`config.mk`:
```
export PLATFORM = sky130hd
export DESIGN_NAME = parameter_ramp_smoother
export DESIGN_NICKNAME = d
export VERILOG_FILES = /design/src/rtl/prs_pkg.sv /design/src/rtl/parameter_ramp_smoother.sv
export SDC_FILE = /design/constraint.sdc
export NUM_CORES = 1
export LEC_CHECK = 0
export BUFFER_PORTS_ARGS = -buffer_cell sky130_fd_sc_hd__buf_4
export CORE_UTILIZATION = 40
export DETAILED_ROUTE_END_ITERATION = 8
export PLACE_DENSITY = 0.67
export REMOVE_ABC_BUFFERS = 1
export SYNTH_ARGS = -nofsm -noshare
export SYNTH_HDL_FRONTEND = slang
export SYNTH_SLANG_ARGS = --single-unit
```
`constraint.sdc`:
```
create_clock -name clock -period 16.5 [get_ports clock]
set_input_delay 0.825 -clock clock [delete_from_list [all_inputs] [get_ports clock]]
set_output_delay 0.825 -clock clock [all_outputs]
set_load 0.02 [all_outputs]
```
`src/rtl/prs_pkg.sv`:
```
package prs_pkg;

   // fixed field widths
   localparam int CMD_BITS        = 2;
   localparam int COEF_BITS       = 16;
   localparam int COEF_INDEX_BITS = 4;
   localparam int RAMP_BITS       = 16;
   localparam int SETTLE_BITS     = 20;
   localparam int CSR_INDEX_BITS  = 2;
   localparam int CSR_DATA_BITS   = 20;

   // input commands
   typedef enum logic [CMD_BITS-1:0] {
      CMD_TICK       = 2'd0,
      CMD_SET_TARGET = 2'd1,
      CMD_JUMP       = 2'd2,
      CMD_RESTART    = 2'd3
   } command_type;

   // configuration register indexes
   typedef enum logic [CSR_INDEX_BITS-1:0] {
      CSR_MODE         = 2'd0,
      CSR_RAMP_STEPS   = 2'd1,
      CSR_DECAY_COEF   = 2'd2,
      CSR_SETTLE_STEPS = 2'd3
   } csr_index_type;

   // sequencer states
   typedef enum logic [2:0] {
      ST_IDLE,
      ST_DIFF,
      ST_MUL,
      ST_ABS,
      ST_DIV,
      ST_FIX,
      ST_ADD,
      ST_OUT
   } state_type;

endpackage

```
`src/rtl/parameter_ramp_smoother.sv`:
```
// channel   direction  handshake          payload
// req       in         req_valid/stall    req_command, req_value
// rsp       out        rsp_valid/stall    rsp_sample, rsp_smoothing, rsp_steps_left,
//                                         rsp_target_now
// csr       in         csr_write          csr_index, csr_wdata
//
// one transaction at a time; result shows the cycle after the work ends
// jump, restart, idle tick and exponential set target go straight to the result state;
// linear tick adds the slope once; exponential tick runs 16 shift-add steps of the shared adder
// and then adds the step; linear set target forms the difference and its magnitude, then the slope
// through the restoring divide loop on the shared adder
// reset is synchronous; a stalled result holds and req_stall stays high meanwhile
module parameter_ramp_smoother #(
   parameter int VALUE_BITS          = 24,
   parameter int EXTRA_FRACTION_BITS = 16
) (
   input  logic                                   clock,
   input  logic                                   reset,
   input  logic                                   req_valid,
   output logic                                   req_stall,
   input  logic [prs_pkg::CMD_BITS-1:0]           req_command,
   input  logic signed [VALUE_BITS-1:0]           req_value,
   output logic                                   rsp_valid,
   input  logic                                   rsp_stall,
   output logic signed [VALUE_BITS-1:0]           rsp_sample,
   output logic                                   rsp_smoothing,
   output logic [prs_pkg::SETTLE_BITS-1:0]        rsp_steps_left,
   output logic signed [VALUE_BITS-1:0]           rsp_target_now,
   input  logic                                   csr_write,
   input  logic [prs_pkg::CSR_INDEX_BITS-1:0]     csr_index,
   input  logic [prs_pkg::CSR_DATA_BITS-1:0]      csr_wdata
);
   import prs_pkg::*;

   localparam int ACC_BITS  = VALUE_BITS + EXTRA_FRACTION_BITS;
   localparam int DW        = (ACC_BITS + 2 > RAMP_BITS + 2) ? ACC_BITS + 2 : RAMP_BITS + 2;
   localparam int DIV_STEPS = ACC_BITS + 1;
   localparam int CNT_BITS  = ($clog2(DIV_STEPS) > COEF_INDEX_BITS) ?
                              $clog2(DIV_STEPS) : COEF_INDEX_BITS;
   localparam int REM_BITS  = RAMP_BITS + 1;
   localparam logic [CNT_BITS-1:0] LAST_DIV = CNT_BITS'(DIV_STEPS - 1);
   localparam logic [CNT_BITS-1:0] LAST_MUL = CNT_BITS'(COEF_BITS - 1);
   localparam logic signed [ACC_BITS-1:0] ACC_MAX = {1'b0, {(ACC_BITS-1){1'b1}}};
   localparam logic signed [ACC_BITS-1:0] ACC_MIN = {1'b1, {(ACC_BITS-1){1'b0}}};

   // clamp a wide result to the accumulator range
   function automatic logic signed [ACC_BITS-1:0] sat_acc(input logic signed [DW-1:0] x);
      logic [DW-ACC_BITS:0] top;
      logic signed [ACC_BITS-1:0] r;
      top = x[DW-1:ACC_BITS-1];
      if (top == '0 || top == '1) begin
         r = x[ACC_BITS-1:0];
      end else if (x[DW-1]) begin
         r = ACC_MIN;
      end else begin
         r = ACC_MAX;
      end
      return r;
   endfunction

   state_type                     state_ff, state_in;
   logic                          mode_ff, mode_in;
   logic [RAMP_BITS-1:0]          ramp_ff, ramp_in;
   logic [COEF_BITS-1:0]          coef_ff, coef_in;
   logic [SETTLE_BITS-1:0]        settle_ff, settle_in;
   logic signed [ACC_BITS-1:0]    acc_ff, acc_in;
   logic signed [VALUE_BITS-1:0]  target_ff, target_in;
   logic signed [ACC_BITS-1:0]    slope_ff, slope_in;
   logic [SETTLE_BITS-1:0]        count_ff, count_in;
   logic                          stepped_ff, stepped_in;
   logic signed [DW-1:0]          work_ff, work_in;
   logic signed [DW-1:0]          delta_ff, delta_in;
   logic [ACC_BITS:0]             quo_ff, quo_in;
   logic [REM_BITS-1:0]           rem_ff, rem_in;
   logic                          neg_ff, neg_in;
   logic                          div_op_ff, div_op_in;
   logic [CNT_BITS-1:0]           cnt_ff, cnt_in;

   logic signed [DW-1:0]          alu_a, alu_b, alu_sum;
   logic                          alu_sub;
   logic [REM_BITS-1:0]           shifted;
   logic [SETTLE_BITS-1:0]        arm_count;
   command_type                   cmd;
   logic                          accept;

   assign cmd       = command_type'(req_command);
   assign accept    = req_valid && !req_stall;
   assign arm_count = mode_ff ? settle_ff : SETTLE_BITS'(ramp_ff);
   assign shifted   = {rem_ff[REM_BITS-2:0], quo_ff[ACC_BITS]};

   // shared adder
   assign alu_sum = alu_sub ? (alu_a - alu_b) : (alu_a + alu_b);

   // configuration writes
   always_comb begin
      mode_in   = mode_ff;
      ramp_in   = ramp_ff;
      coef_in   = coef_ff;
      settle_in = settle_ff;
      if (csr_write) begin
         unique case (csr_index_type'(csr_index))
            CSR_MODE:         mode_in   = csr_wdata[0];
            CSR_RAMP_STEPS:   ramp_in   = csr_wdata[RAMP_BITS-1:0];
            CSR_DECAY_COEF:   coef_in   = csr_wdata[COEF_BITS-1:0];
            CSR_SETTLE_STEPS: settle_in = csr_wdata[SETTLE_BITS-1:0];
         endcase
      end
   end

   // sequencer next state
   always_comb begin
      state_in = state_ff;
      unique case (state_ff)
         ST_IDLE: begin
            if (accept) begin
               unique case (cmd)
                  CMD_TICK: begin
                     if (count_ff == '0) begin
                        state_in = ST_OUT;
                     end else if (mode_ff) begin
                        state_in = ST_DIFF;
                     end else begin
                        state_in = ST_ADD;
                     end
                  end
                  CMD_SET_TARGET: begin
                     state_in = (!mode_ff && ramp_ff != '0) ? ST_DIFF : ST_OUT;
                  end
                  CMD_JUMP, CMD_RESTART: state_in = ST_OUT;
               endcase
            end
         end
         ST_DIFF: state_in = div_op_ff ? ST_ABS : ST_MUL;
         ST_MUL:  state_in = (cnt_ff == LAST_MUL) ? ST_ADD : ST_MUL;
         ST_ABS:  state_in = ST_DIV;
         ST_DIV:  state_in = (cnt_ff == LAST_DIV) ? ST_FIX : ST_DIV;
         ST_FIX:  state_in = ST_OUT;
         ST_ADD:  state_in = ST_OUT;
         ST_OUT:  state_in = rsp_stall ? ST_OUT : ST_IDLE;
      endcase
   end

   // datapath control and next values
   always_comb begin
      acc_in     = acc_ff;
      target_in  = target_ff;
      slope_in   = slope_ff;
      count_in   = count_ff;
      stepped_in = stepped_ff;
      work_in    = work_ff;
      delta_in   = delta_ff;
      quo_in     = quo_ff;
      rem_in     = rem_ff;
      neg_in     = neg_ff;
      div_op_in  = div_op_ff;
      cnt_in     = cnt_ff;
      alu_a      = '0;
      alu_b      = '0;
      alu_sub    = 1'b0;
      unique case (state_ff)
         ST_IDLE: begin
            if (accept) begin
               stepped_in = 1'b0;
               div_op_in  = (cmd == CMD_SET_TARGET);
               unique case (cmd)
                  CMD_TICK: begin
                     if (count_ff != '0) begin
                        stepped_in = 1'b1;
                        count_in   = count_ff - 1'b1;
                        work_in    = DW'(slope_ff);
                     end
                  end
                  CMD_SET_TARGET: begin
                     target_in = req_value;
                     count_in  = arm_count;
                     if (mode_ff || ramp_ff == '0) begin
                        slope_in = '0;
                     end
                  end
                  CMD_JUMP: begin
                     acc_in    = ACC_BITS'(req_value) <<< EXTRA_FRACTION_BITS;
                     target_in = req_value;
                     slope_in  = '0;
                     count_in  = arm_count;
                  end
                  CMD_RESTART: begin
                     acc_in   = ACC_BITS'(target_ff) <<< EXTRA_FRACTION_BITS;
                     slope_in = '0;
                     count_in = arm_count;
                  end
               endcase
            end
         end
         // difference between widened target and running value
         ST_DIFF: begin
            alu_a    = DW'(target_ff) <<< EXTRA_FRACTION_BITS;
            alu_b    = DW'(acc_ff);
            alu_sub  = 1'b1;
            delta_in = alu_sum;
            work_in  = '0;
            cnt_in   = '0;
         end
         // shift-add multiply by the coefficient, lsb first, floor at each shift
         ST_MUL: begin
            alu_a   = work_ff;
            alu_b   = coef_ff[cnt_ff[COEF_INDEX_BITS-1:0]] ? delta_ff : '0;
            work_in = alu_sum >>> 1;
            cnt_in  = cnt_ff + 1'b1;
         end
         // magnitude of the difference for the divider
         ST_ABS: begin
            alu_b   = delta_ff;
            alu_sub = 1'b1;
            neg_in  = delta_ff[DW-1];
            quo_in  = delta_ff[DW-1] ? alu_sum[ACC_BITS:0] : delta_ff[ACC_BITS:0];
            rem_in  = '0;
            cnt_in  = '0;
         end
         // restoring divide by ramp steps, one quotient bit per cycle
         ST_DIV: begin
            alu_a   = DW'(shifted);
            alu_b   = DW'(ramp_ff);
            alu_sub = 1'b1;
            if (!alu_sum[DW-1]) begin
               rem_in = alu_sum[REM_BITS-1:0];
               quo_in = {quo_ff[ACC_BITS-1:0], 1'b1};
            end else begin
               rem_in = shifted;
               quo_in = {quo_ff[ACC_BITS-1:0], 1'b0};
            end
            cnt_in = cnt_ff + 1'b1;
         end
         // restore the sign and clamp the slope
         ST_FIX: begin
            alu_a    = neg_ff ? '0 : DW'(quo_ff);
            alu_b    = neg_ff ? DW'(quo_ff) : '0;
            alu_sub  = neg_ff;
            slope_in = sat_acc(alu_sum);
         end
         // add the step to the running value
         ST_ADD: begin
            alu_a  = DW'(acc_ff);
            alu_b  = work_ff;
            acc_in = sat_acc(alu_sum);
         end
         ST_OUT: begin
         end
      endcase
   end

   // handshake and result outputs
   always_comb begin
      req_stall      = (state_ff != ST_IDLE);
      rsp_valid      = (state_ff == ST_OUT);
      rsp_smoothing  = (count_ff != '0);
      rsp_steps_left = count_ff;
      rsp_target_now = target_ff;
      rsp_sample     = (stepped_ff || count_ff != '0) ?
                       acc_ff[ACC_BITS-1 -: VALUE_BITS] : target_ff;
   end

   // control and state registers
   always_ff @(posedge clock) begin
      if (reset) begin
         state_ff   <= ST_IDLE;
         mode_ff    <= 1'b0;
         ramp_ff    <= RAMP_BITS'(1);
         coef_ff    <= '0;
         settle_ff  <= '0;
         acc_ff     <= '0;
         target_ff  <= '0;
         slope_ff   <= '0;
         count_ff   <= '0;
         stepped_ff <= 1'b0;
      end else begin
         state_ff   <= state_in;
         mode_ff    <= mode_in;
         ramp_ff    <= ramp_in;
         coef_ff    <= coef_in;
         settle_ff  <= settle_in;
         acc_ff     <= acc_in;
         target_ff  <= target_in;
         slope_ff   <= slope_in;
         count_ff   <= count_in;
         stepped_ff <= stepped_in;
      end
   end

   // work registers of the shared unit
   always_ff @(posedge clock) begin
      work_ff   <= work_in;
      delta_ff  <= delta_in;
      quo_ff    <= quo_in;
      rem_ff    <= rem_in;
      neg_ff    <= neg_in;
      div_op_ff <= div_op_in;
      cnt_ff    <= cnt_in;
   end

endmodule

```
Word level (Yosys, flattened, before mapping)
Index checks and enable logic that the tools add are counted.

storage, ports and cells
  output and inout port bits = 71
  input port bits = 53
  bits in writable memories = 0
  bits in latches = 0
  logic and storage cells = 127
  ROM bits = 0
  register bits = 330
  memories kept = 0

operators by class
  add/subtract/negate cells = 4
  magnitude comparators = 1
  shifts and indexed selects = 0
  equality and inequality tests = 23
  multipliers = 0
  reduce and logical (&&, ||, !) cells = 38
  muxes and demuxes = 44
  div/mod/pow operators = 0
  bitwise operators = 0

operator list
  kind                     number
  $pmux W40 S2             4
  $pmux W42 S6             1
  $mux W42                 5
  $pmux W42 S5             1
  $mux W40                 5
  $pmux W42 S3             1
  $mux W41                 3
  $pmux W41 S2             1
  $add A42 B42 Y42         1
  $sub A42 B42 Y42         1
  $mux W20                 2
  $pmux W20 S2             1
  $pmux W16 S2             1
  $mux W24                 1
  $pmux W3 S7              1
  $logic_not A20 Y1        1
  $reduce_bool A20 Y1      1
  $sub A20 B1 Y20 const B  1
  $mux W3                  6
  $logic_not A16 Y1        1
  $mux W16                 1
  $reduce_bool A16 Y1      1
  $eq A3 B3 Y1 const B     5
  $pmux W6 S2              1
  other kinds (28)         63

Logic depth before layout (Yosys ltp)
Gate-level depths: netlist of the first run.

  word-level depth = 10
  mapped depth = 32
  depth with buffers taken out = 25

Worst setup path before layout of the first run
OpenSTA, ideal clock, no wires.

  path kind = register to register
  start point = register cnt_ff[0]
  end point = register rem_ff[12], data pin
  cell stages (with the launch flop) = 33
  clock period less this slack = 7.326 ns
  setup time = 0.266 ns
  data arrival time = 7.060 ns
  data required time = 16.234 ns
  setup slack = 9.174 ns
  buffers on the path = 7
  cell sequence = edfxtp_1 > buf_6 > mux2i_1 > a22o_2 > nor4_2 > or3_1 > buf_6 > clkbuf_1 > clkbuf_1 > clkbuf_1 > a221oi_1 > ha_1 > nand2_1 > nor3_1 > o2111ai_1 > or4_4 > or4_4 > or2_1 > o31ai_1 > xnor2_1 > ha_1 > a21oi_1 > o21ai_0 > nand3_1 > a31oi_1 > or3_1 > o21a_1 > a211o_1 > xnor3_1 > buf_4 > buf_2 > mux2i_1 > nor2_1

on the way
  word-level cells in the longest chain between the ends = 8
  elaborated cells between the ends (all ways) = 9
  classes of those cells = add/sub (2); mux (7)

ends and longest elaborated chain
  item                                                         line                            source
  start: declaration                                           parameter_ramp_smoother.sv:77   logic [CNT_BITS-1:0] cnt_ff, cnt_in;
  start signal: assignment                                     parameter_ramp_smoother.sv:297  cnt_ff <= cnt_in;
  $bmux W1 S4 *                                                parameter_ramp_smoother.sv:206  alu_b = coef_ff[cnt_ff[COEF_INDEX_BITS-1:0]] ? delta_ff : '0;
  $mux W1 (not written as such) *                              parameter_ramp_smoother.sv:206
  $mux W42 *                                                   parameter_ramp_smoother.sv:206
  $pmux W42 S6 *                                               parameter_ramp_smoother.sv:160  unique case (state_ff)
  $add A42 B42 Y42 / $sub A42 B42 Y42 (equally long branches)  parameter_ramp_smoother.sv:92   assign alu_sum = alu_sub ? (alu_a - alu_b) : (alu_a + alu_b);
  $mux W42 *                                                   parameter_ramp_smoother.sv:92
  $mux W16 *                                                   parameter_ramp_smoother.sv:224  if (!alu_sum[DW-1]) begin
  $pmux W16 S2 *                                               parameter_ramp_smoother.sv:160
  end signal: assignment                                       parameter_ramp_smoother.sv:294  rem_ff <= rem_in;
  end: declaration                                             parameter_ramp_smoother.sv:74   logic [REM_BITS-1:0] rem_ff, rem_in;

Mark *: on every way between the ends. The rest lies on a longest branch, timed or not. The select of a mux whose other input is x is not followed.
A chain may end at the register's enable or synchronous reset.

Worst setup path in the final report of the first run
  start point = register state_ff[2]
  end point = register slope_ff[15]

on the way
  word-level cells in the longest chain between the ends = 8
  elaborated cells between the ends (all ways) = 28
  classes of those cells = add/sub (2); eq/ne (10); mux (7); reduce/logical (9)

ends and longest elaborated chain
  item                                                     line                            source
  start: declaration                                       parameter_ramp_smoother.sv:61   state_type state_ff, state_in;
  start signal: assignment                                 parameter_ramp_smoother.sv:276  state_ff <= state_in;
  $eq A3 B3 Y1 (tied with other cells)                     parameter_ramp_smoother.sv:160
  $pmux W42 S6 (tied with other cells)                     parameter_ramp_smoother.sv:160
  $add A42 B42 Y42 (tied with other cells)                 parameter_ramp_smoother.sv:92
  $mux W42                                                 parameter_ramp_smoother.sv:92
  $eq A3 B3 Y1 / $logic_not A3 Y1 (equally long branches)  parameter_ramp_smoother.sv:51   if (top == '0 || top == '1) begin
  $logic_or A1 B1 Y1                                       parameter_ramp_smoother.sv:51
  $mux W40                                                 parameter_ramp_smoother.sv:51
  $pmux W40 S2                                             parameter_ramp_smoother.sv:160
  end signal: assignment                                   parameter_ramp_smoother.sv:283  slope_ff <= slope_in;
  end: declaration                                         parameter_ramp_smoother.sv:68   logic signed [ACC_BITS-1:0] slope_ff, slope_in;

Parallel ways exist; a longest one is shown, timed or not.

==> impl_metrics.py, run 1 <==
metrics = {
    "run_status": {
        "status": "finished clean",
    },
    "placement": {
        "dpl-instance-area_um2": 21900,
        "hpwl_um": 45900,
        "placed_cells": 3070,
        "gp_congestion": 0.946,
        "numPortBuffers": 123,
    },
    "timing": {
        "post-route-min-period_ns": 9.59,
        "rsz0062_at_grt": "false",
        "finalHoldViolCount": 0,
        "finalClockSkew_ns": 0.0212,
        "worstMarginPinSlew_ns": 1.11,
        "hold-worst-slack_ns": 0.451,
        "finalSetupViolCount": 0,
        "fin_crit_sh_pct": 58.1,
        "fmax_ghz": 0.104,
        "maxSlewViolCount": 0,
        "relSlewSlack_pct": 26.1,
        "finalSetupTns_ns": 0,
    },
    "worst_setup_path": {
        "critPathLaunch": "state_ff[2]$_SDFFE_PP0N_",
        "rr_worst_depth": 27,
        "startpoint_type": "flip-flop",
        "rr_endpoint": "slope_ff[15]$_SDFFE_PP0P_",
        "end_kind": "flip-flop",
        "crit_type": "reg -> reg",
        "cp.arrival_ns": 9.98,
        "rrSetupSlack_ns": 6.91,
        "timing.rr.start": "state_ff[2]$_SDFFE_PP0N_",
        "cp_max_fo": 54,
        "required_ns": 16.89,
    },
    "floorplan": {
        "die_w_um": 228,
        "fp.coreArea_um2": 50400,
        "io_pins": 124,
        "rows": 82,
        "start_util_pct": 40.7,
        "die_area_um2": 52200,
        "die_y_um": 228,
    },
    "clock_network": {
        "cts_sinks": 329,
        "clk_path_buf_depth": 3,
        "clock-root-buffer": "clkbuf_16",
        "hold_buffers": 0,
        "htree_levels": 2,
        "clk_pin_slew_ns": 0.06,
        "post_cts_buffers": 0,
        "numCtsBuffers": 40,
        "clk-insertion-delay-late_ns": 0.57,
        "post_cts_resize_count": 0,
        "cts_tree": "built",
    },
    "route": {
        "vias_per_cell": 6.19,
        "finalWirelength_um": 67700,
        "ant_nets": 0,
        "drc": 0,
        "vias": 19400,
        "drtIter0Drc": 2283,
        "wire_per_inst_um": 21.5,
        "firstDrtPassIters": 6,
    },
    "logic_synthesis": {
        "yosysSeqAreaShare_pct": 39.3,
        "synthCells": 2414,
        "syn_avg_cell_area_um2": 8.50,
        "synth_cell_types": 82,
        "ys_ff_latch": 329,
        "synth_edf_count": 148,
        "synth-async-reset-ratio_pct": 0,
        "syn_area_um2": 20500,
        "yosysWarnings": 0,
        "synth_ff_type": "dfxtp_1",
    },
    "global_route": {
        "antenna_found_initial": 0,
        "grt-ovfl-total": 0,
        "grt_max_degree": 85,
        "grt_pass1_wl_um": 106000,
        "grt_pass1_vias": 18500,
        "grtUsageTotal_pct": 25.1,
    },
    "cells_and_area": {
        "mostFrequentLayoutCells": "419 x nand2_1, 245 x a21oi_1, 212 x o21ai_0",
        "num_antenna_cells": 0,
        "fillCellCount": 4834,
        "final_layout_size_suffix_gt1_share_pct": 11.9,
        "final_cells": 3142,
        "final_nets": 2543,
        "area_growth_pct": 13.5,
        "final_common_cell": "nand2_1",
        "final_cell_area_um2": 23300,
    },
    "worst_hold_path": {
        "whs_endpoint": "settle_ff[19]$_SDFFE_PP0P_",
        "hold_start": "settle_ff[19]$_SDFFE_PP0P_",
        "hold_path_class": "reg -> reg",
        "holdPathStages": 2,
    },
    "run": {
        "drv_cap": 0,
    },
}
stage by stage:
step | util [%] | worst slack, ns
final | 46.2 | 6.91
after global routing | 46.2 | 6.25
after CTS | 46.2 | 6.98
after detailed placement | 43.6 | 7.05
after global placement | 43.6 | 7.35
after floorplan | - | 2.94
area by class of cell:
| class | count | area [µm²] | area share [%] |
|---|---|---|---|
| well taps | 672 | 841 | 3.61 |
| clock buffers | 55 | 1160 | 4.98 |
| inverters | 30 | 113 | 0.484 |
| repair buffers | 158 | 1190 | 5.10 |
| multi-input cells | 1881 | 11700 | 50.4 |
| clock inverters | 17 | 169 | 0.726 |
| flip-flops and latches | 329 | 8070 | 34.7 |
cells by family after synthesis:
| logic type | synth area share, % |
|---|---|
| compound gates | 26.1 |
| simple gates | 15.9 |
| flops | 39.3 |
| buf+inv | 3.95 |
| mux | 8.16 |
| xor+xnor | 3.44 |
| fa+ha+maj | 3.09 |
synth_stat cells (all sizes together), types with 5 or more instances:
| cell | instances | area [µm²] |
|---|---|---|
| xnor2 | 46 | 403 |
| or2 | 8 | 50.1 |
| o211ai | 13 | 97.6 |
| a21oi | 246 | 1230 |
| a221o | 5 | 50.1 |
| a21o | 30 | 225 |
| a211oi | 36 | 270 |
| mux2i | 130 | 1300 |
| a22oi | 59 | 443 |
| and2 | 10 | 62.6 |
| nor4 | 17 | 125 |
| o2bb2ai | 5 | 43.8 |
| a21boi | 6 | 45.0 |
| o21a | 15 | 113 |
| and3 | 13 | 81.3 |
| o2111ai | 5 | 43.8 |
| nor2 | 129 | 487 |
| buf | 33 | 169 |
| xor2 | 32 | 280 |
| ha | 49 | 613 |
| a221oi | 26 | 228 |
| nor3 | 36 | 180 |
| edfxtp | 148 | 4440 |
| o22ai | 5 | 31.3 |
| o21bai | 5 | 37.5 |
| a31oi | 39 | 244 |
| or4 | 8 | 67.6 |
| or3 | 15 | 93.8 |
| a41oi | 5 | 43.8 |
| clkbuf | 141 | 529 |
| a22o | 60 | 527 |
| nand2b | 9 | 56.3 |
| dfxtp | 181 | 3620 |
| o31ai | 36 | 270 |
| nand3 | 31 | 155 |
| nor2b | 15 | 93.8 |
| inv | 28 | 105 |
| nand4 | 8 | 50.1 |
| nand2 | 420 | 1580 |
| mux2 | 33 | 372 |
| o21ai | 220 | 1100 |
worst max-delay path by stage:
stage	end	slack (ns)
global placement	slope_ff[15]$_SDFFE_PP0P_	7.35
global route	slope_ff[14]$_SDFFE_PP0P_	6.25
detailed placement	acc_ff[11]$_SDFFE_PP0P_	7.05
floorplan	acc_ff[0]$_SDFFE_PP0P_	2.94
finish	slope_ff[15]$_SDFFE_PP0P_	6.91
CTS	slope_ff[15]$_SDFFE_PP0P_	6.98
worst max-delay path, stage by stage (launching register included):
cell	delay [ns]
dfxtp_2	0.63
buf_4	0.60
nand2b_1	0.33
nor2_1	0.15
or3_1	0.40
buf_4	0.30
a221oi_1	0.39
ha_1	0.27
nand2_1	0.06
nor3_1	0.19
o2111ai_1	0.22
or4_4	0.54
or4_4	0.52
or2_1	0.26
o31ai_1	0.33
xnor2_1	0.12
ha_1	0.37
a21oi_1	0.29
o21ai_0	0.14
nand3_1	0.10
a31oi_1	0.10
or3_1	0.34
o21a_1	0.20
a211o_1	0.25
xnor3_4	0.67
buf_4	0.46
nor2_2	0.91
o31ai_1	0.21
registers in the layout, summed over array words and instances (netlist names):
| signal | flops |
|---|---|
| rem_ff | 16 |
| state_ff | 3 |
| work_ff | 41 |
| ramp_ff | 16 |
| rsp_target_now | 24 |
| div_op_ff | 1 |
| delta_ff | 42 |
| rsp_steps_left | 20 |
| coef_ff | 16 |
| settle_ff | 20 |
| neg_ff | 1 |
| cnt_ff | 6 |
| mode_ff | 1 |
| quo_ff | 41 |
| stepped_ff | 1 |
| slope_ff | 40 |
| acc_ff | 40 |
metal layers:
layer | vias to the layer above | routed length [µm] | global-route usage (%)
li1 | 8988 | - | -
met1 | 9425 | 29800 | 35.2
met2 | 903 | 30500 | 39.7
met3 | 127 | 5560 | 3.83
met4 | 0 | 1840 | 7.86
met5 | - | 0 | 0
Power of run 1 is not shown: default switching activity piles up to over one toggle a cycle in this logic, so the estimate is an artifact.
==> run 2: changes to the inputs <==
==> constraint.sdc (replaced) <==
create_clock -name clock -period 9.9 [get_ports clock]
set_input_delay 0.495 -clock clock [delete_from_list [all_inputs] [get_ports clock]]
set_output_delay 0.495 -clock clock [all_outputs]
set_load 0.02 [all_outputs]
==> run 2 against run 1 <==
Against the previous run: fmax is 10% higher; first-iteration DRC count is 9.7% higher; cell count is 0.16% higher; register-to-register slack worse by 5.7 ns; flip-flop and latch count stayed put; via count is 1.6% higher; clock skew is 0.00090 ns lower; critical path depth stayed put; core utilization is 0.062 points lower.
==> impl_metrics.py, run 2 (same netlist as run 1, synthesis figures left out) <==
metrics = {
    "worst_hold_path": {
        "whs_endpoint": "settle_ff[17]$_SDFFE_PP0P_",
        "hold_start": "csr_wdata[17]",
        "holdPathStages": 3,
        "hold_path_class": "in -> reg",
    },
    "cells_and_area": {
        "biggestRegsByFlops": "delta_ff: 42 flops, quo_ff: 41 flops, work_ff: 41 flops",
        "final_nets": 2546,
        "largest_register_ff_count": 42,
        "mostFrequentLayoutCells": "419 x nand2_1, 245 x a21oi_1, 212 x o21ai_0",
        "fin_util_pct": 46.1,
        "final_cells": 3147,
        "top_register": "delta_ff",
        "final_layout_size_suffix_gt1_share_pct": 11.9,
        "area_growth_pct": 13.3,
        "final_common_cell": "nand2_1",
        "num_antenna_cells": 0,
    },
    "clock_network": {
        "clk_path_buf_depth": 3,
        "cts_sinks": 329,
        "numCtsBuffers": 40,
        "clock-root-buffer": "clkbuf_16",
        "htree_levels": 2,
        "hold_buffers": 0,
        "post_cts_resize_count": 0,
        "cts_tree": "built",
        "post_cts_buffers": 0,
        "clk-insertion-delay-late_ns": 0.58,
        "clk_pin_slew_ns": 0.06,
    },
    "worst_setup_path": {
        "cp_top_family": "simple AND/OR/NAND/NOR gates",
        "crit_type": "reg -> reg",
        "crit_slowest_cell": "xnor3_4",
        "rr_worst_depth": 27,
        "cp.arrival_ns": 9.17,
        "max_stage_delay_ns": 0.82,
        "rrSetupSlack_ns": 1.21,
        "cp_num_buf_inv": 2,
        "cp_max_fo": 45,
        "startpoint_type": "flip-flop",
        "rr_endpoint": "slope_ff[17]$_SDFFE_PP0P_",
        "timing.rr.start": "cnt_ff[0]$_SDFFCE_PN0P_",
        "end_kind": "flip-flop",
        "required_ns": 10.39,
    },
    "floorplan": {
        "fp.coreArea_um2": 50400,
        "die_y_um": 228,
        "die_area_um2": 52200,
        "die_w_um": 228,
        "rows": 82,
        "io_pins": 124,
        "start_util_pct": 40.7,
    },
    "route": {
        "met3_length_um": 6360,
        "vias_per_cell": 6.27,
        "vias": 19700,
        "firstDrtPassIters": 6,
        "ant_nets": 0,
        "wl_met1_um": 29800,
        "drc": 0,
        "top_layer_used": "met4",
        "drtIter0Drc": 2504,
        "finalWirelength_um": 69400,
        "route.met2.wl_um": 31000,
        "wire_per_inst_um": 22.1,
    },
    "timing": {
        "finalSetupViolCount": 0,
        "finalClockSkew_ns": 0.0203,
        "rsz0062_at_grt": "false",
        "fmax_ghz": 0.115,
        "relSlewSlack_pct": 16.4,
        "layout_setup_ws_ns": 1.21,
        "hold-worst-slack_ns": 0.166,
        "maxSlewViolCount": 0,
        "finalHoldViolCount": 0,
        "post-route-min-period_ns": 8.69,
        "worstMarginPinSlew_ns": 1.25,
        "fin_crit_sh_pct": 87.7,
    },
    "global_route": {
        "grt_max_degree": 85,
        "grt_pass1_vias": 18800,
        "grt-ovfl-total": 0,
        "antenna_found_initial": 0,
        "grtUsageTotal_pct": 25.9,
        "grt_pass1_wl_um": 108000,
    },
    "placement": {
        "hpwl_um": 46600,
        "dpl_worst_slack_ns": 1.40,
        "numPortBuffers": 123,
        "gp_congestion": 0.939,
        "placed_cells": 3073,
    },
    "run": {
        "drv_cap": 0,
    },
    "run_status": {
        "status": "finished clean",
    },
}
==> run 2: final cells by class <==
type,instances,area (µm²)
fillers,4798,27100
multi-input cells,1881,11700
flip-flops and latches,329,8070
repair buffers,161,1210
clock buffers,53,1080
well taps,672,841
clock inverters,21,194
inverters,30,113
==> run 2: how the worst max path moves through the flow <==
stage / startpoint / endpoint / depth (start not counted)
final: cnt_ff[0]$_SDFFCE_PN0P_ / slope_ff[17]$_SDFFE_PP0P_ / 27
after global routing: cnt_ff[0]$_SDFFCE_PN0P_ / slope_ff[16]$_SDFFE_PP0P_ / 27
after CTS: cnt_ff[0]$_SDFFCE_PN0P_ / acc_ff[13]$_SDFFE_PP0P_ / 28
after detailed placement: cnt_ff[0]$_SDFFCE_PN0P_ / acc_ff[13]$_SDFFE_PP0P_ / 28
after global placement: cnt_ff[0]$_SDFFCE_PN0P_ / slope_ff[19]$_SDFFE_PP0P_ / 27
after floorplan: state_ff[1]$_SDFFE_PP0N_ / acc_ff[0]$_SDFFE_PP0P_ / 19
==> run 2: worst register-to-register path, stage by stage (launching register included) <==
cell	delay, ns
edfxtp_1	0.70
mux2i_1	0.29
a22o_2	0.17
nor4_2	0.05
or3_1	0.36
buf_4	0.24
a221oi_1	0.40
ha_1	0.28
nand2_1	0.07
nor3_1	0.19
o2111ai_1	0.26
or4_4	0.55
or4_4	0.51
or2_1	0.26
o31ai_1	0.36
xnor2_1	0.12
ha_1	0.37
a21oi_1	0.26
o21ai_0	0.13
nand3_1	0.11
a31oi_1	0.11
or3_1	0.33
o21a_1	0.19
a211o_1	0.26
xnor3_4	0.82
nand2_1	0.62
buf_4	0.41
a31oi_1	0.18
==> run 2: per-layer routing <==
layer	global-route usage, %	vias up
met1	35.4	9528
met4	9.21	0
met3	5.20	183
met2	40.5	1021
met5	0	-
li1	-	9014
==> run 2: metrics by stage <==
stage          setup TNS [ns]  instance area [µm²]
5_1_grt                     0                23200
3_3_place_gp                0                22000
3_5_place_dp                0                22000
4_1_cts                     0                23200
2_1_floorplan         -408.79                19800
6_report                    0                23200
Power of run 2 is left out for the same reason.
